### src/hw/rtl/dss_pkg.sv
// ----------------------------------------------------------------------------
// Descending selection sort package
// Capacity, widths, request, result and entry types and the sequencer states.
// ----------------------------------------------------------------------------
package dss_pkg;

    localparam int MAX_ENTRIES = 64;
    localparam int IDX_W       = $clog2(MAX_ENTRIES);
    localparam int CNT_W       = $clog2(MAX_ENTRIES + 1);

    typedef struct packed {
        logic signed [31:0] entry_score;
        logic [31:0]        entry_payload;
        logic               last_entry;
    } request_t;

    typedef struct packed {
        logic signed [31:0] sorted_score;
        logic [31:0]        sorted_payload;
        logic               final_result;
        logic               overflowed;
    } result_t;

    // One stored entry: key and payload side by side in a single memory word.
    typedef struct packed {
        logic signed [31:0] key;
        logic [31:0]        payload;
    } entry_t;

    typedef enum logic [2:0] {
        ST_IDLE,
        ST_SCAN,
        ST_SWAP_FRONT,
        ST_SWAP_BEST,
        ST_EMIT
    } state_t;

endpackage

### src/hw/rtl/descending_selection_sort_unit.sv
// ----------------------------------------------------------------------------
// Descending selection sort unit
// Collects a list of scored entries, sorts it largest score first by
// selection sort in a single entry memory, then streams the sorted list out.
// ----------------------------------------------------------------------------
//
//  Channel   Handshake                  Payload              Direction
//  -------   -------------------------  -------------------  ---------
//  request   start, taken when !busy    request (request_t)  in
//  result    result_valid, one cycle    result (result_t)    out
//
// Each request is stored as it is taken. A request flagged as last closes the
// list; for n stored entries the unit then stays busy while it sorts, and
// after that while the n results appear on consecutive cycles. The sorting
// time is set by the single read port of the entry memory: the scan reads
// one entry per cycle and each swap needs two writes on the single write port.
// Reset clears the sequencer, the entry count, the overflow flag, the index
// registers and the read-pending flag; the memory needs no clearing because
// only written entries are ever read.
// The receiver cannot stall, so each result is shown for exactly one cycle.
// ----------------------------------------------------------------------------
module descending_selection_sort_unit (
    input  logic               clk,
    input  logic               rst_n,
    input  logic               start,
    output logic               busy,
    input  dss_pkg::request_t  request,
    output logic               result_valid,
    output dss_pkg::result_t   result
);

    // Entry memory: key and payload of each list position.
    dss_pkg::entry_t mem [dss_pkg::MAX_ENTRIES];

    logic                       mem_we;
    logic [dss_pkg::IDX_W-1:0]  mem_waddr;
    dss_pkg::entry_t            mem_wdata;
    logic                       mem_re;
    logic [dss_pkg::IDX_W-1:0]  mem_raddr;
    dss_pkg::entry_t            rd_data_reg;

    dss_pkg::state_t            state_reg, state_next;
    logic [dss_pkg::CNT_W-1:0]  count_reg, count_next;
    logic                       ovf_reg, ovf_next;
    logic [dss_pkg::IDX_W-1:0]  front_reg, front_next;
    logic [dss_pkg::CNT_W-1:0]  issue_reg, issue_next;
    logic                       rd_pend_reg, rd_pend_next;
    logic [dss_pkg::IDX_W-1:0]  rd_idx_reg, rd_idx_next;
    dss_pkg::entry_t            best_reg, best_next;
    logic [dss_pkg::IDX_W-1:0]  best_idx_reg, best_idx_next;
    dss_pkg::entry_t            front_ent_reg, front_ent_next;

    // Index of the last stored entry; only meaningful while a list is held.
    logic [dss_pkg::IDX_W-1:0]  last_idx;
    logic                       last_read;
    logic [dss_pkg::CNT_W-1:0]  count_loaded;

    assign last_idx  = dss_pkg::IDX_W'(count_reg - dss_pkg::CNT_W'(1));
    assign last_read = rd_pend_reg && (rd_idx_reg == last_idx);

    // The memory is written and read in one clocked block; reads are
    // registered, so data for an address issued now arrives next cycle.
    always_ff @(posedge clk)
    begin
        if (mem_we)
        begin
            mem[mem_waddr] <= mem_wdata;
        end
        if (mem_re)
        begin
            rd_data_reg <= mem[mem_raddr];
        end
    end

    always_ff @(posedge clk or negedge rst_n)
    begin
        if (!rst_n)
        begin
            state_reg    <= dss_pkg::ST_IDLE;
            count_reg    <= '0;
            ovf_reg      <= 1'b0;
            front_reg    <= '0;
            issue_reg    <= '0;
            rd_pend_reg  <= 1'b0;
            rd_idx_reg   <= '0;
            best_idx_reg <= '0;
        end
        else
        begin
            state_reg    <= state_next;
            count_reg    <= count_next;
            ovf_reg      <= ovf_next;
            front_reg    <= front_next;
            issue_reg    <= issue_next;
            rd_pend_reg  <= rd_pend_next;
            rd_idx_reg   <= rd_idx_next;
            best_idx_reg <= best_idx_next;
        end
    end

    // Entry holding registers carry data only and need no reset.
    always_ff @(posedge clk)
    begin
        best_reg      <= best_next;
        front_ent_reg <= front_ent_next;
    end

    always_comb
    begin
        state_next     = state_reg;
        count_next     = count_reg;
        ovf_next       = ovf_reg;
        front_next     = front_reg;
        issue_next     = issue_reg;
        rd_pend_next   = 1'b0;
        rd_idx_next    = rd_idx_reg;
        best_next      = best_reg;
        best_idx_next  = best_idx_reg;
        front_ent_next = front_ent_reg;
        count_loaded   = count_reg;

        mem_we    = 1'b0;
        mem_waddr = count_reg[dss_pkg::IDX_W-1:0];
        mem_wdata = best_reg;
        mem_re    = 1'b0;
        mem_raddr = issue_reg[dss_pkg::IDX_W-1:0];

        busy         = (state_reg != dss_pkg::ST_IDLE);
        result_valid = 1'b0;

        // While scanning or emitting, one read is issued per cycle until the
        // last stored entry has been requested from the memory.
        if ((state_reg == dss_pkg::ST_SCAN || state_reg == dss_pkg::ST_EMIT) &&
            (issue_reg < count_reg))
        begin
            mem_re       = 1'b1;
            issue_next   = issue_reg + dss_pkg::CNT_W'(1);
            rd_pend_next = 1'b1;
            rd_idx_next  = issue_reg[dss_pkg::IDX_W-1:0];
        end

        case (state_reg)
            dss_pkg::ST_IDLE:
            begin
                if (start)
                begin
                    // A full store drops the entry and records the overflow.
                    if (count_reg < dss_pkg::CNT_W'(dss_pkg::MAX_ENTRIES))
                    begin
                        mem_we       = 1'b1;
                        mem_wdata    = '{key: request.entry_score,
                                         payload: request.entry_payload};
                        count_loaded = count_reg + dss_pkg::CNT_W'(1);
                    end
                    else
                    begin
                        ovf_next = 1'b1;
                    end
                    count_next = count_loaded;

                    if (request.last_entry)
                    begin
                        front_next = '0;
                        issue_next = '0;
                        // A single entry is already in order.
                        if (count_loaded == dss_pkg::CNT_W'(1))
                        begin
                            state_next = dss_pkg::ST_EMIT;
                        end
                        else
                        begin
                            state_next = dss_pkg::ST_SCAN;
                        end
                    end
                end
            end

            dss_pkg::ST_SCAN:
            begin
                if (rd_pend_reg)
                begin
                    if (rd_idx_reg == front_reg)
                    begin
                        // The front entry seeds the running maximum.
                        best_next      = rd_data_reg;
                        best_idx_next  = front_reg;
                        front_ent_next = rd_data_reg;
                    end
                    else if ($signed(rd_data_reg.key) > $signed(best_reg.key))
                    begin
                        // Strictly greater only, so the first of equal keys wins.
                        best_next     = rd_data_reg;
                        best_idx_next = rd_idx_reg;
                    end
                    if (last_read)
                    begin
                        state_next = dss_pkg::ST_SWAP_FRONT;
                    end
                end
            end

            dss_pkg::ST_SWAP_FRONT:
            begin
                mem_we     = 1'b1;
                mem_waddr  = front_reg;
                mem_wdata  = best_reg;
                state_next = dss_pkg::ST_SWAP_BEST;
            end

            dss_pkg::ST_SWAP_BEST:
            begin
                mem_we     = 1'b1;
                mem_waddr  = best_idx_reg;
                mem_wdata  = front_ent_reg;
                front_next = front_reg + dss_pkg::IDX_W'(1);
                if ((dss_pkg::CNT_W'(front_reg) + dss_pkg::CNT_W'(2)) < count_reg)
                begin
                    issue_next = dss_pkg::CNT_W'(front_reg) + dss_pkg::CNT_W'(1);
                    state_next = dss_pkg::ST_SCAN;
                end
                else
                begin
                    issue_next = '0;
                    state_next = dss_pkg::ST_EMIT;
                end
            end

            dss_pkg::ST_EMIT:
            begin
                if (rd_pend_reg)
                begin
                    result_valid = 1'b1;
                    if (last_read)
                    begin
                        // The list is finished: ready for the next one.
                        count_next = '0;
                        ovf_next   = 1'b0;
                        state_next = dss_pkg::ST_IDLE;
                    end
                end
            end

            default:
            begin
                state_next = dss_pkg::ST_IDLE;
            end
        endcase
    end

    assign result.sorted_score   = rd_data_reg.key;
    assign result.sorted_payload = rd_data_reg.payload;
    assign result.final_result   = last_read;
    assign result.overflowed     = ovf_reg;

endmodule

### config.mk
export PLATFORM = sky130hd
export DESIGN_NAME = descending_selection_sort_unit
export DESIGN_NICKNAME = d
export VERILOG_FILES = /design/src/hw/rtl/dss_pkg.sv /design/src/hw/rtl/descending_selection_sort_unit.sv
export SDC_FILE = /design/constraint.sdc
export NUM_CORES = 2
export LEC_CHECK = 0
export ABC_AREA = 0
export BUFFER_PORTS_ARGS = -buffer_cell sky130_fd_sc_hd__buf_4
export CAP_MARGIN = 20
export CORE_MARGIN = 4
export CORE_UTILIZATION = 48
export DETAILED_ROUTE_END_ITERATION = 10
export GPL_ROUTABILITY_DRIVEN = 0
export PLACE_DENSITY = 0.7
export SYNTH_ARGS = -nofsm -noshare
export SYNTH_HDL_FRONTEND = slang
export SYNTH_SLANG_ARGS = --single-unit
### constraint.sdc
create_clock -name clk -period 23.6 [get_ports clk]
set_input_delay 2.36 -clock clk [delete_from_list [all_inputs] [get_ports clk]]
set_output_delay 2.36 -clock clk [all_outputs]
set_load 0.03 [all_outputs]
==> flow_summary.toml <==
[critical_path]
reg2regPathDepth = 9
cp-start-kind = "register"
worstReg2RegEnd = "result[28]"
required_ps = 24300
path_class = "register to register"
path_max_fanout = 127
reg2reg_from = "issue_reg[1]"
reg2reg_slack_ps = 16260
cp-end-kind = "register"
worstPathArrival_ps = 8050

[logic_synthesis]
ys_seq_elements = 4325
async_flop_share_pct = 0.8555
synth.most_common_cell = "edfxtp_1"
synth.avg_cell_area_um2 = 24.86
netlist_area_mm2 = 0.1651
synth_ff_type = "edfxtp_1"
synth_area_leaders = "edfxtp_1 (78%), mux4_2 (18%), dfrtp_1 (0.56%)"
yosys.area.top_type = "edfxtp_1"
synth-edff-count = 4288
synth_cells = 6641
synth-seq-area-share_pct = 78.55
yosysTopAreaCellShare_pct = 77.99
netlist_top_cells_count = "edfxtp_1 (4,288), mux4_2 (1,344), clkbuf_1 (184)"
ys_types = 54
synth_nets = 6758
yosys_warnings = 0

[sta]
whs_ps = 489.8
grt_setup_unrepaired = "no"
final_max_slew_viol_count = 0
tightest_slew_ps = 1197
clock_skew_ps = 89.33
setup_tns_ps = 0
hold_violations = 0
fmax_mhz = 136.2
finalCritPeriodShare_pct = 31.12
fin_crit_ps = 7344
max-slew-margin-rel_pct = 20.19
setup_viol = 0

[cells_and_area]
syn2layout_area_growth_pct = 12.99
largest_reg_flops = 4096
drive_gt1_share_pct = 32.29
fin_nets = 7223
top_register = "mem"

[placement]
dp_hpwl_um = 237100
portBuffers = 135

[hold_path]
hold_depth = 0
hold_path_class = "register to register"
hold_path_end = "front_ent_reg[7]"
worstHoldStart = "result[9]"

[grt]
grt_pass1_vias = 77470
antenna_found_initial = 25
gr-usage-all-layers_pct = 24.38
grt_pass1_wl_um = 611300
grt-ovfl-total = 0
grt_max_degree = 143

[power]
power_leakage_nw = 57.39
power.share.switching_pct = 31.85
power_mw = 24.84
power.share.sequential_pct = 44.1
p_comb_share_pct = 29.6
ir_drop_v = 0.0002289
p_sw_mw = 7.912
power_density_mw_per_mm2 = 133.2
power.internal_mw = 16.93
p_clk_share_pct = 26.3

[clocking]
cts.sinks = 4325
clock_path_buffers = 4
cts-root-buf = "clkbuf_16"
cts.hold.buffers_added = 0
insertion_delay_ps = 970
htree_levels = 5
post-cts-setup-buffers = 0
cts_made_buffers = 420
cts_tree = "yes"
ctsResizeCount = 0
clkTransAtPathRegs_ps = 60

[route]
drt_iter0_drc = 13370
wl_um = 433100
drc_errors = 0
vias = 77860
ant_nets = 0
wl_per_cell_um = 36.04
dr.pass1.iters = 6
via_per_inst = 6.480

[status]
outcome = "completed"

[floorplanning]
fp.coreArea_mm2 = 0.3427
num_rows = 215
start_util_pct = 48.17
die_y_um = 594.5
die_w_um = 594.5
dieArea_mm2 = 0.3534
num_io_pins = 136

[run]
cap_violations = 0
-- area by class of cell --
cell class	instances	area (um2)
Multi-Input combinational cell	1926	34310
Antenna cell	7	17.52
Fill cell	24720	156200
Clock inverter	262	2427
Clock buffer	506	10970
Tap cell	4557	5702
Sequential cell	4325	129700
Timing Repair Buffer	385	3233
Inverter	48	180.2
-- power by group through the flow --
stage	clock, mW	combinational [mW]	sequential, mW
3_3_place_gp	0	7.17	11.1
2_1_floorplan	0	4.37	11.1
3_5_place_dp	0	7.35	11.1
4_1_cts	6.61	7.36	11.0
5_1_grt	6.95	7.75	11.0
6_report	6.54	7.35	11.0
-- metrics by stage --
stage / std cells / cell area [um2] / util (%) / setup slack, ps
floorplan: 6641 / 165100 / - / 13290
global placement: 11230 / 172800 / 50.41 / 16360
detailed placement: 11230 / 172900 / 50.44 / 16230
CTS: 12000 / 186300 / 54.35 / 16320
global route: 12010 / 186500 / 54.43 / 16040
finish: 12020 / 186600 / 54.43 / 16260
-- cells by family (layout without fill, tap and decap cells) --
logic type | count (synthesis) | after routing | share of synthesized area (%)
AO/OA/AOI/OAI | 150 | 150 | 0.6176
XOR/XNOR | 29 | 29 | 0.1538
adder cells (fa/ha/maj) | 49 | 49 | 0.3713
buffers and inverters | 390 | 1201 | 0.9844
flip-flops | 4325 | 4325 | 78.55
multiplexers | 1365 | 1365 | 18.47
other | 0 | 7 | 0
AND/OR/NAND/NOR | 333 | 333 | 0.8510
-- worst max-delay path by stage --
stage	endpoint	startpoint	slack [ps]
after detailed placement	result[28]	issue_reg[1]	16230
after CTS	result[28]	issue_reg[1]	16320
after global placement	result[28]	issue_reg[1]	16360
final	result[28]	issue_reg[1]	16260
after global routing	result[27]	issue_reg[0]	16040
after floorplan	best_idx_reg[0]	front_reg[0]	13290
-- critical path, stage by stage (launching register included) --
cell and delay [ps]:
dfrtp_4 950, buf_12 580, buf_4 870, buf_4 870, buf_4 930, buf_4 520, buf_16 360, mux4_2 350
mux4_2 610, mux4_2 530
-- per-layer routing --
layer  global-route usage [%]  up-vias  share of wire [%]
met3                    5.007      780                 12
met1                    34.92    42040                 37
met4                    8.253        6                3.8
met2                    37.95     5294                 48
met5                        0        -              0.010
li1                         -    29740                  -
-- layout by cell type (no fill, tap or decap), types with 5 or more instances in the layout --
cell / instances
clkinv_2: 76
buf_4: 363
inv_1: 48
diode_2: 7
mux4_2: 1344
clkinv_16: 8
xor2_1: 8
nor2_1: 25
nand3_1: 18
a21oi_1: 20
o21ai_0: 21
nor2_4: 69
nor2b_1: 6
edfxtp_1: 4288
clkinv_1: 106
mux2_2: 14
a31oi_1: 5
ha_1: 49
o22ai_1: 5
o31ai_1: 6
dfrtp_1: 31
inv_16: 6
clkinv_4: 5
nor4_1: 6
nand2_1: 170
nand4_1: 9
mux2i_1: 7
clkbuf_16: 425
bufinv_16: 33
dfrtp_4: 6
buf_12: 13
a22oi_1: 64
xnor2_1: 21
clkinvlp_4: 19
nor3_1: 12
a21o_1: 5
buf_16: 9
clkbuf_1: 78
No activity file was read; power rests on OpenSTA's default activity.
